## config.mk

```make
export PLATFORM = sky130hd
export DESIGN_NAME = modular_exponentiation_core
export DESIGN_NICKNAME = d
export VERILOG_FILES = /design/src/hdl/modexp_pkg.sv /design/src/hdl/modexp_mulmod.sv /design/src/hdl/modular_exponentiation_core.sv
export SDC_FILE = /design/constraint.sdc
export NUM_CORES = 1
export LEC_CHECK = 0
export CORE_ASPECT_RATIO = 1.5
export CORE_MARGIN = 2
export CORE_UTILIZATION = 59
export CTS_CLUSTER_DIAMETER = 30
export DETAILED_ROUTE_END_ITERATION = 16
export DONT_BUFFER_PORTS = 1
export PLACE_DENSITY = 0.77
export SETUP_SLACK_MARGIN = 0.05
export SLEW_MARGIN = 20
export SYNTH_ARGS = -nofsm -noshare
export SYNTH_HDL_FRONTEND = slang
export SYNTH_SLANG_ARGS = --single-unit
```

## constraint.sdc

```tcl
create_clock -name i_clk -period 5 [get_ports i_clk]
set_input_delay 0 -clock i_clk [delete_from_list [all_inputs] [get_ports i_clk]]
set_output_delay 0 -clock i_clk [all_outputs]
set_load 0.01 [all_outputs]
```

## src/hdl/modexp_pkg.sv

```systemverilog
// Shared constants and types for the modular exponentiation core.
package modexp_pkg;

    localparam int unsigned OPERAND_WIDTH = 32;
    localparam int unsigned FIELD_WIDTH   = 32;
    localparam int unsigned IN_TDATA_W    = 2 * FIELD_WIDTH;
    localparam int unsigned OUT_TDATA_W   = FIELD_WIDTH;
    localparam logic [FIELD_WIDTH-1:0] MODULUS_RESET = 32'd533;

    typedef enum logic [1:0] {
        S_IDLE,
        S_REDUCE,
        S_STEP,
        S_DONE
    } t_state;

endpackage

```

## src/hdl/modexp_mulmod.sv

```systemverilog
// Bit-serial interleaved modular multiplier: each bit of a takes a doubling phase and an add phase.
module modexp_mulmod #(
    parameter int unsigned W = 32
) (
    input  logic         i_clk,
    input  logic         i_rst_n,
    input  logic         i_start,
    input  logic [W-1:0] i_a,
    input  logic [W-1:0] i_b,
    input  logic [W-1:0] i_m,
    output logic         o_done,
    output logic [W-1:0] o_r
);
    import modexp_pkg::*;

    localparam int unsigned CNT_W = (W > 1) ? $clog2(W) : 1;

    logic [W-1:0]     r_a;
    logic [W-1:0]     r_b;
    logic [W-1:0]     r_m;
    logic [W-1:0]     r_r;
    logic [CNT_W-1:0] r_cnt;
    logic             r_phase;
    logic             r_busy;
    logic             r_done;

    logic [W:0]       w_sum;
    logic [W+1:0]     w_diff;
    logic [W-1:0]     w_red;
    logic             w_last;

    // Phase 0 doubles the partial result, phase 1 adds b when the a bit is set.
    always_comb begin
        if (!r_phase) begin
            w_sum = {r_r, 1'b0};
        end else if (r_a[W-1]) begin
            w_sum = {1'b0, r_r} + {1'b0, r_b};
        end else begin
            w_sum = {1'b0, r_r};
        end
        w_diff = {1'b0, w_sum} - {2'b00, r_m};
        w_red  = w_diff[W+1] ? w_sum[W-1:0] : w_diff[W-1:0];
    end

    assign w_last = r_phase && (r_cnt == CNT_W'(W - 1));

    always_ff @(posedge i_clk) begin
        if (!i_rst_n) begin
            r_busy  <= 1'b0;
            r_done  <= 1'b0;
            r_phase <= 1'b0;
            r_cnt   <= '0;
        end else begin
            r_done <= r_busy && w_last;
            if (i_start) begin
                r_busy  <= 1'b1;
                r_phase <= 1'b0;
                r_cnt   <= '0;
            end else if (r_busy) begin
                r_phase <= !r_phase;
                if (r_phase) begin
                    r_cnt <= r_cnt + CNT_W'(1);
                end
                if (w_last) begin
                    r_busy <= 1'b0;
                end
            end
        end
    end

    always_ff @(posedge i_clk) begin
        if (i_start) begin
            r_a <= i_a;
            r_b <= i_b;
            r_m <= i_m;
            r_r <= '0;
        end else if (r_busy) begin
            r_r <= w_red;
            if (r_phase) begin
                r_a <= {r_a[W-2:0], 1'b0};
            end
        end
    end

    assign o_done = r_done;
    assign o_r    = r_r;

endmodule

```

## src/hdl/modular_exponentiation_core.sv

```systemverilog
// Right-to-left binary modular exponentiation, base ** exponent mod modulus.
// A zero exponent goes straight to the done state with a result of 1; otherwise the squarer
// first reduces the base mod modulus, then one step runs per exponent bit up to the top set bit.
// Each step is one bit-serial modular multiply (a doubling and an add phase per bit); square and
// multiply run side by side. One item in flight: new operands are taken only in the idle state.
// Synchronous active-low reset clears control state and loads the modulus with 533.
module modular_exponentiation_core #(
    parameter int unsigned OPERAND_WIDTH = modexp_pkg::OPERAND_WIDTH
) (
    input  logic                               i_clk,
    input  logic                               i_rst_n,
    input  logic                               i_cfg_we,
    input  logic [modexp_pkg::FIELD_WIDTH-1:0] i_cfg_wdata,
    input  logic                               s_axis_tvalid,
    output logic                               s_axis_tready,
    // [31:0] base_value, [63:32] exponent
    input  logic [modexp_pkg::IN_TDATA_W-1:0]  s_axis_tdata,
    output logic                               m_axis_tvalid,
    input  logic                               m_axis_tready,
    // [31:0] power_result
    output logic [modexp_pkg::OUT_TDATA_W-1:0] m_axis_tdata
);
    import modexp_pkg::*;

    localparam int unsigned W = OPERAND_WIDTH;
    localparam logic [W-1:0] MOD_RST_RAW = MODULUS_RESET[W-1:0];
    localparam logic [W-1:0] MOD_RST = (MOD_RST_RAW == '0) ? W'(1) : MOD_RST_RAW;
    localparam logic [W-1:0] ONE = W'(1);

    t_state r_state;
    t_state n_state;

    logic [W-1:0]           r_mod;
    logic [W-1:0]           r_base;
    logic [W-1:0]           r_exp;
    logic [W-1:0]           r_acc;
    logic                   r_go;
    logic                   r_ovld;
    logic [OUT_TDATA_W-1:0] r_odata;

    logic [W-1:0] w_base_in;
    logic [W-1:0] w_exp_in;
    logic         w_accept;
    logic         w_out_free;
    logic         w_load_out;
    logic         w_more;
    logic         w_sq_start;
    logic         w_mul_start;
    logic [W-1:0] w_sq_b;
    logic         w_sq_done;
    logic [W-1:0] w_sq_r;
    logic         w_mul_done;
    logic [W-1:0] w_mul_r;

    assign w_base_in  = s_axis_tdata[W-1:0];
    assign w_exp_in   = s_axis_tdata[FIELD_WIDTH +: W];
    assign w_accept   = s_axis_tvalid && s_axis_tready;
    assign w_out_free = !r_ovld || m_axis_tready;
    assign w_more     = (r_exp[W-1:1] != '0);

    // Next state
    always_comb begin
        n_state = r_state;
        unique case (r_state)
            S_IDLE: begin
                if (w_accept) begin
                    n_state = (w_exp_in == '0) ? S_DONE : S_REDUCE;
                end
            end
            S_REDUCE: begin
                if (w_sq_done) begin
                    n_state = S_STEP;
                end
            end
            S_STEP: begin
                if (w_sq_done && !w_more) begin
                    n_state = S_DONE;
                end
            end
            S_DONE: begin
                if (w_out_free) begin
                    n_state = S_IDLE;
                end
            end
            default: n_state = S_IDLE;
        endcase
    end

    // State outputs
    always_comb begin
        s_axis_tready = 1'b0;
        w_load_out    = 1'b0;
        w_sq_b        = r_base;
        w_mul_start   = 1'b0;
        unique case (r_state)
            S_IDLE:   s_axis_tready = 1'b1;
            S_REDUCE: w_sq_b = ONE;
            S_STEP:   w_mul_start = r_go && r_exp[0];
            S_DONE:   w_load_out = w_out_free;
            default: begin
                s_axis_tready = 1'b0;
            end
        endcase
    end

    assign w_sq_start = r_go;

    always_ff @(posedge i_clk) begin
        if (!i_rst_n) begin
            r_state <= S_IDLE;
            r_mod   <= MOD_RST;
            r_go    <= 1'b0;
            r_ovld  <= 1'b0;
        end else begin
            r_state <= n_state;
            // drop writes of zero
            if (i_cfg_we && (i_cfg_wdata[W-1:0] != '0)) begin
                r_mod <= i_cfg_wdata[W-1:0];
            end
            r_go <= (w_accept && (w_exp_in != '0))
                 || (w_sq_done && (r_state == S_REDUCE))
                 || (w_sq_done && (r_state == S_STEP) && w_more);
            if (w_load_out) begin
                r_ovld <= 1'b1;
            end else if (m_axis_tready) begin
                r_ovld <= 1'b0;
            end
        end
    end

    always_ff @(posedge i_clk) begin
        if (w_accept) begin
            r_base <= w_base_in;
            r_exp  <= w_exp_in;
            if (w_exp_in == '0) begin
                r_acc <= ONE;
            end else begin
                r_acc <= (r_mod == ONE) ? '0 : ONE;
            end
        end else if (w_sq_done && (r_state == S_REDUCE)) begin
            r_base <= w_sq_r;
        end else if (w_sq_done && (r_state == S_STEP)) begin
            r_base <= w_sq_r;
            r_exp  <= {1'b0, r_exp[W-1:1]};
            if (r_exp[0]) begin
                r_acc <= w_mul_r;
            end
        end
        if (w_load_out) begin
            r_odata <= OUT_TDATA_W'(r_acc);
        end
    end

    // Squarer also performs the initial base reduction (base * 1 mod m)
    modexp_mulmod #(
        .W (W)
    ) u_square (
        .i_clk   (i_clk),
        .i_rst_n (i_rst_n),
        .i_start (w_sq_start),
        .i_a     (r_base),
        .i_b     (w_sq_b),
        .i_m     (r_mod),
        .o_done  (w_sq_done),
        .o_r     (w_sq_r)
    );

    modexp_mulmod #(
        .W (W)
    ) u_multiply (
        .i_clk   (i_clk),
        .i_rst_n (i_rst_n),
        .i_start (w_mul_start),
        .i_a     (r_base),
        .i_b     (r_acc),
        .i_m     (r_mod),
        .o_done  (w_mul_done),
        .o_r     (w_mul_r)
    );

    assign m_axis_tvalid = r_ovld;
    assign m_axis_tdata  = r_odata;

    a_mod_nonzero: assert property (@(posedge i_clk) disable iff (!i_rst_n)
        r_mod != '0)
        else $error("modulus register holds zero");

    a_sq_done_state: assert property (@(posedge i_clk) disable iff (!i_rst_n)
        w_sq_done |-> (r_state == S_REDUCE || r_state == S_STEP))
        else $error("squarer finished outside a compute state");

    a_mul_done_state: assert property (@(posedge i_clk) disable iff (!i_rst_n)
        w_mul_done |-> (r_state == S_STEP && r_exp[0] && w_sq_done))
        else $error("multiplier finished out of step with squarer");

    a_sq_reduced: assert property (@(posedge i_clk) disable iff (!i_rst_n)
        w_sq_done |-> (w_sq_r < r_mod))
        else $error("squarer result not reduced");

endmodule

```

* After elaboration in Yosys (flattened, before gate mapping)
Index checks and enable logic that the tools add are counted.
** Cells by class
- Add/subtract/negate cells :: 6
- Bitwise logic cells :: 1
- Equality and inequality tests :: 11
- Reductions and logical operators :: 40
- Multiplexer cells :: 41
** Operators with widths (count)
- 32-bit two-way mux :: 18
- 33-bit two-way mux :: 4
- 33-bit by 32-bit subtractor with 34-bit output :: 2
- 32-bit by 32-bit adder with 33-bit output :: 2
- 32-bit nonzero test :: 2
- 32-bit by 1-bit == test with 1-bit output (second input constant) :: 1
- 32-bit logical NOT :: 1
- 31-bit nonzero test :: 1
- 2-bit nonzero test :: 7
- 1-bit two-way mux :: 13
- 1-bit logical AND :: 11
- 5-bit by 1-bit adder with 5-bit output (second input constant) :: 2
- 5-bit == test (second input constant) :: 2
- 2-bit two-way mux :: 5
- 2-bit AND reduction :: 5
- 2-bit inequality test (second input constant) :: 4
- 2-bit one-hot mux with 4 select lines :: 1
- 2-bit == test (second input constant) :: 2
- 1-bit logical NOT :: 4
- 4-bit AND reduction :: 1
- 2-bit OR reduction :: 2
- 1-bit logical OR :: 3
- 3-bit AND reduction :: 1
- 3-bit nonzero test :: 1
- 4 further kinds :: 4
** Storage, ports and cells
- Input port bits :: 101
- Output and inout bits :: 34
- Flip-flop bits (word level) :: 435

* Logic depth before layout (Yosys ltp)
- Word-level depth :: 6
- Depth in mapped cells :: 23
- Mapped depth without buffers :: 20

* Modules after synthesis
From an unflattened synthesis, not the netlist that was laid out.
** Unflattened totals
- Cells, all modules :: 2401
- Area total of the unflattened synthesis :: 25275.5 um^2
** Modules (own cells, without submodules)
- modexp_mulmod (u_square) :: sequential area each 3683.5 um^2, times used 1, area an instance 9280.2 um^2, cells an instance 978
- modexp_mulmod (u_multiply) :: sequential area each 3683.5 um^2, times used 1, area an instance 9261.4 um^2, cells an instance 968
- modular_exponentiation_core :: sequential area each 4564.4 um^2, times used 1, area an instance 6734.0 um^2, cells an instance 455

* Worst setup path before layout
Ideal clock, no wire load.
- Kind :: register to register
- Start point :: reg u_square.r_b[0]
- End point :: reg u_square.r_r[29], in the netlist u_square.o_r[29]
- Slack :: 177 ps
- Required time :: 4912 ps
- Path buffers :: 2
- Library setup time :: 88 ps
- Stages on the path, launching flop included :: 23
- Arrival :: 4735 ps
- Period minus slack after synthesis :: 4823 ps
- Path through :: edfxtp_1 > ha_1 > fa_1 > a21o_1 > a221oi_4 > a21oi_2 > o211ai_2 > a21oi_1 > a31oi_1 > mux2i_1 > nor2_1 > ha_1 > nand2_1 > nand2_1 > a221o_1 > a221oi_1 > o21ai_0 > a41o_1 > a31o_2 > buf_6 > clkbuf_8 > a2111o_1 > a311oi_2
** Between the ends
- Word-level cells in the longest chain between the ends :: 5
** RTL lines
- start: declaration :: RTL line modexp_mulmod.sv:19 : logic [W-1:0] r_b;
- start signal: assignment :: RTL line modexp_mulmod.sv:74 : r_b <= i_b;
- 32-bit by 32-bit adder with 33-bit output (*) :: RTL line modexp_mulmod.sv:37 : w_sum = {1'b0, r_r} + {1'b0, r_b};
- 33-bit two-way mux (*) :: RTL line modexp_mulmod.sv:36 : end else if (r_a[W-1]) begin
- 33-bit two-way mux (*) :: RTL line modexp_mulmod.sv:34 : if (!r_phase) begin
- 33-bit by 32-bit subtractor with 34-bit output :: RTL line modexp_mulmod.sv:41 : w_diff = {1'b0, w_sum} - {2'b00, r_m};
- 32-bit two-way mux (*) :: RTL line modexp_mulmod.sv:42 : w_red = w_diff[W+1] ? w_sum[W-1:0] : w_diff[W-1:0];
- end signal: assignment :: RTL line modexp_mulmod.sv:78 : r_r <= w_red;
- end: declaration :: RTL line modexp_mulmod.sv:21 : logic [W-1:0] r_r;
Mark *: on every way between the ends. The rest lies on a longest branch, timed or not.
A chain may end at the register's enable or synchronous reset.

* Final worst setup path
- Start point :: reg u_square.r_b[0]
- End point :: reg u_square.r_r[25], in the netlist u_square.o_r[25]
The elaborated chain is that of the path after synthesis.

==> impl_metrics.env <==
export IMPL_core_area_um2=42100
export IMPL_final_layout_size_suffix_gt1_share_pct=19.9
export IMPL_drt_total_wl_mm=73.1
export IMPL_post_route_min_period_ns=4.94
export IMPL_finalSetupViolations=0
export IMPL_synth_area_um2=25200
export IMPL_p_sw_share_pct=39.2
export IMPL_die_y_um=257
export IMPL_fmax_ghz=0.203
export IMPL_drc=0
export IMPL_avgViaCountPerCell=6.19
export IMPL_grt_overflow_total=0
export IMPL_synth_warnings=0
export IMPL_outcome="finished, final reports clean"
export IMPL_power_internal_w=0.0127
export IMPL_nets=2990
export IMPL_pin_count=135
export IMPL_area_delta_synth_final_pct=24.5
export IMPL_critPathRequiredTime_ns=5.43
export IMPL_first_pass_iters=6
export IMPL_antenna_found_initial=2
export IMPL_nFillCells=2773
export IMPL_synthesis_nets=2698
export IMPL_cts_sinks=435
export IMPL_r2r_start="u_square.r_b[0]"
export IMPL_synth_flop_cell="edfxtp_1"
export IMPL_clk_latency_ns=0.61
export IMPL_synth_edf_count=320
export IMPL_dieArea_um2=44400
export IMPL_power_density_nw_per_um2=664
export IMPL_synthArstFlopShare_pct=0
export IMPL_synth_seq_cells=435
export IMPL_slowest_delay_ns=0.41
export IMPL_die_w_um=173
export IMPL_cp_arrival_ns=5.37
export IMPL_syn_area_per_cell_um2=10.3
export IMPL_synth_simple_gate_area_share_pct=14.3
export IMPL_dr_first_iter_drc_count=2037
export IMPL_cp_num_buf_inv=2
export IMPL_rows=92
export IMPL_grt_max_degree=68
export IMPL_power_leakage_nw=12.8
export IMPL_holdPathStages=2
export IMPL_start_util_pct=59.9
export IMPL_ir_drop_uv=393
export IMPL_skew_ns=0.0282
export IMPL_rsz0062_at_grt="yes"
export IMPL_final_area_um2=31400
export IMPL_drv_cap=0
export IMPL_cts_root_buffer="clkbuf_16"
export IMPL_seq_power_share_pct=26.4
export IMPL_port_buffers=0
export IMPL_p_clk_share_pct=24.6
export IMPL_pwr_share_comb_pct=49.1
export IMPL_startpoint_type="flop"
export IMPL_r2r_cells=21
export IMPL_critPathSlowestCell="edfxtp_1"
export IMPL_ant_nets=0
export IMPL_num_vias=20900
export IMPL_cts_buffers=75
export IMPL_synth_compound_area_share_pct=15.9
export IMPL_synth_top_family_by_area="compound AO/OA/AOI/OAI gates"
export IMPL_slew_headroom_pct=24.5
export IMPL_synth_fa_ha_area_share_pct=7.07
export IMPL_dp_hpwl_mm=47.2
export IMPL_clk_path_buf_depth=3
export IMPL_synthXorXnorAreaFrac_pct=3.06
export IMPL_worstMarginPinSlew_ns=1.12
export IMPL_cts_tree="built"
export IMPL_finalHoldViolCount=0
export IMPL_path_clk_slew_ns=0.06
export IMPL_p_sw_w=0.00816
export IMPL_hp_start="s_axis_tvalid"
export IMPL_synth_mux_area_share_pct=8.64
export IMPL_synth_seq_area_share_pct=47.2
export IMPL_grt_pass1_wl_mm=112
export IMPL_slew_violations=0
export IMPL_final_util_pct=74.5
export IMPL_whs_endpoint="r_exp[20]"
export IMPL_grt_usage_pct=31.7
export IMPL_r2r_end="u_square.o_r[25]"
export IMPL_cpLargestDelayFamily="compound AO/OA/AOI/OAI gates"
export IMPL_place_area_um2=26800
export IMPL_min_path_type="in -> reg"
export IMPL_cp_common_cell="a21o_1"
export IMPL_path_class="reg -> reg"
export IMPL_worstPathMaxFanout=9
export IMPL_worstPathCellList="ha_4 -> fa_2 -> a21o_1 -> a221oi_4 -> buf_4 -> a221oi_1 -> nand2b_1 -> xor2_1 -> mux2i_1 -> a21oi_2 -> ha_1 -> a21o_1 -> a21o_1 -> a21oi_2 -> a2bb2oi_1 -> o21a_1 -> o21ai_2 -> a31o_4 -> clkbuf_16 -> a2111oi_2 -> a211oi_2"
export IMPL_wl_per_cell_um=21.6
export IMPL_h_tree_depth=3
export IMPL_period_share_pct=98.7
export IMPL_endpoint_kind="flop"
export IMPL_place_congestion=0.951
export IMPL_synth_cell_types=92
export IMPL_syn_inst=2457
export IMPL_rrSetupSlack_ns=0.06
export IMPL_grt_pass1_vias=21200
==> how the worst max path moves through the flow <==
stage / startpoint / end / cells after the start
floorplan: u_square.r_b[0] / u_square.o_r[29] / 22
global placement: u_square.r_b[0] / u_square.o_r[25] / 20
detailed placement: u_square.r_b[0] / u_square.o_r[1] / 21
CTS: u_square.r_b[4] / u_square.o_r[0] / 22
global route: u_square.r_b[0] / u_square.o_r[25] / 21
finish: u_square.r_b[0] / u_square.o_r[25] / 21
==> cell usage in the layout (no fill, tap or decap), types with 9 or more instances in the layout <==
cell type | synthesis | routed
mux2i_1 | 103 | 102
ha_4 | 0 | 11
xnor2_1 | 50 | 49
nor2b_1 | 78 | 76
o21ai_0 | 121 | 101
nand2b_1 | 18 | 17
edfxtp_1 | 320 | 320
nor2_1 | 167 | 164
a21oi_2 | 2 | 17
o21bai_1 | 17 | 17
o211ai_1 | 14 | 14
inv_6 | 0 | 26
nor3_1 | 34 | 31
a31oi_1 | 26 | 24
inv_1 | 120 | 120
ha_1 | 136 | 123
nand4_1 | 22 | 22
and3_1 | 34 | 33
a211oi_1 | 41 | 32
o21ai_1 | 1 | 15
nand2_1 | 225 | 224
dlygate4sd3_1 | 1 | 122
xor2_1 | 38 | 38
or3_1 | 20 | 19
a21oi_1 | 205 | 187
dfxtp_1 | 115 | 111
nand3_1 | 43 | 40
a21o_1 | 57 | 56
and2_1 | 38 | 39
clkbuf_16 | 0 | 82
a211o_1 | 14 | 14
buf_4 | 1 | 178
nor4_1 | 34 | 32
a211oi_2 | 1 | 10
a311oi_1 | 10 | 9
buf_6 | 3 | 9
o21a_1 | 19 | 19
mux2_2 | 102 | 101
==> Yosys cell counts, types with 6 or more instances <==
cell / instances / area (um2)
a2111oi_0: 6 / 52.6
and2_1: 38 / 238
clkbuf_8: 7 / 96.3
o21ai_0: 121 / 606
xnor2_1: 50 / 438
ha_1: 136 / 1700
o211ai_1: 14 / 105
nor3_1: 34 / 170
nand3b_1: 7 / 52.6
nor2_1: 167 / 627
a21oi_1: 205 / 1030
a211oi_1: 41 / 308
inv_1: 120 / 450
buf_1: 7 / 26.3
clkbuf_1: 74 / 278
nor2b_1: 78 / 488
xor2_1: 38 / 333
nand2_1: 225 / 845
nor4_1: 34 / 213
o22ai_1: 9 / 56.3
mux2_2: 102 / 1150
a31o_2: 6 / 52.6
or2_2: 7 / 43.8
a311oi_1: 10 / 87.6
edfxtp_1: 320 / 9610
dfxtp_1: 115 / 2300
a211o_1: 14 / 123
and3_1: 34 / 213
a21o_1: 57 / 428
nand4_1: 22 / 138
o21a_1: 19 / 143
o21bai_1: 17 / 128
nand3_1: 43 / 215
a31oi_1: 26 / 163
nand2b_1: 18 / 113
mux2i_1: 103 / 1030
or3_1: 20 / 125
buf_2: 8 / 40.0
==> final cells by class <==
cell class                 instances  area, um2  area share, %
timing repair buffer             317       2840           9.04
clock buffer                      85       2010           6.40
inverter                         122        459           1.46
tap                              564        706           2.25
antenna                            1       2.50        0.00797
clock inverter                    54        509           1.62
multi-input combinational       1798      13000           41.3
sequential                       435      11900           38.0
==> sequential cells by signal (all words and copies together), names as in the netlist, 2 cells and up <==
register / flops
u_multiply.o_r: 32
u_square.r_b: 32
r_exp: 32
u_square.r_m: 32
u_multiply.r_cnt: 5
r_mod: 32
r_acc: 32
m_axis_tdata: 32
r_state: 2
u_square.r_a: 32
u_square.r_cnt: 5
u_square.o_r: 32
u_multiply.r_a: 32
u_multiply.r_m: 32
u_multiply.r_b: 32
r_base: 32
==> through the flow <==
stage	setup slack [ns]	hold slack (ns)	cells	TNS (ns)	total power (W)
CTS	0.0548	0.0320	3359	0	0.0199
floorplan	0.177	0.125	2457	0	0.0118
detailed placement	-0.163	0.0730	3094	-1.87	0.0145
global placement	-0.0513	0.0710	3094	-0.221	0.0142
finish	0.0649	0.0697	3376	0	0.0208
global route	-0.153	0.0892	3376	-2.36	0.0220
==> metal layers <==
layer	vias to the layer above	GRT usage, %	part of all wire [%]
met5	-	0	0.018
met4	2	18.5	6.2
met3	268	5.16	5.7
met2	910	57.0	51
met1	10000	35.2	37
li1	9716	-	-
==> what timing repair did <==
item                                    4_1_cts  5_1_grt
endpoints found under the hold margin       123        0
pin swaps                                    15       58
hold buffers                                123        0
setup buffers                                 3       12
endpoints found under the setup margin       61       64
cloned                                        0        4
gates resized for setup                      34      103
==> logic make-up (layout without fill, tap and decap cells) <==
group,Yosys count,after routing
AO/OA/AOI/OAI,623,623
flip-flops,435,435
adder cells (fa/ha/maj),140,140
buffers and inverters,224,578
multiplexers,205,205
XOR/XNOR,88,88
AND/OR/NAND/NOR,742,742
other,0,1
==> power groups by stage <==
stage                     logic, W  registers (W)  clock network, W
after floorplan            0.00646        0.00536                 0
after global placement     0.00874        0.00545                 0
after detailed placement   0.00897        0.00549                 0
after CTS                  0.00932        0.00544           0.00514
after global routing        0.0111        0.00556           0.00531
final                       0.0102        0.00549           0.00512
No activity file was read; power rests on OpenSTA's default activity.
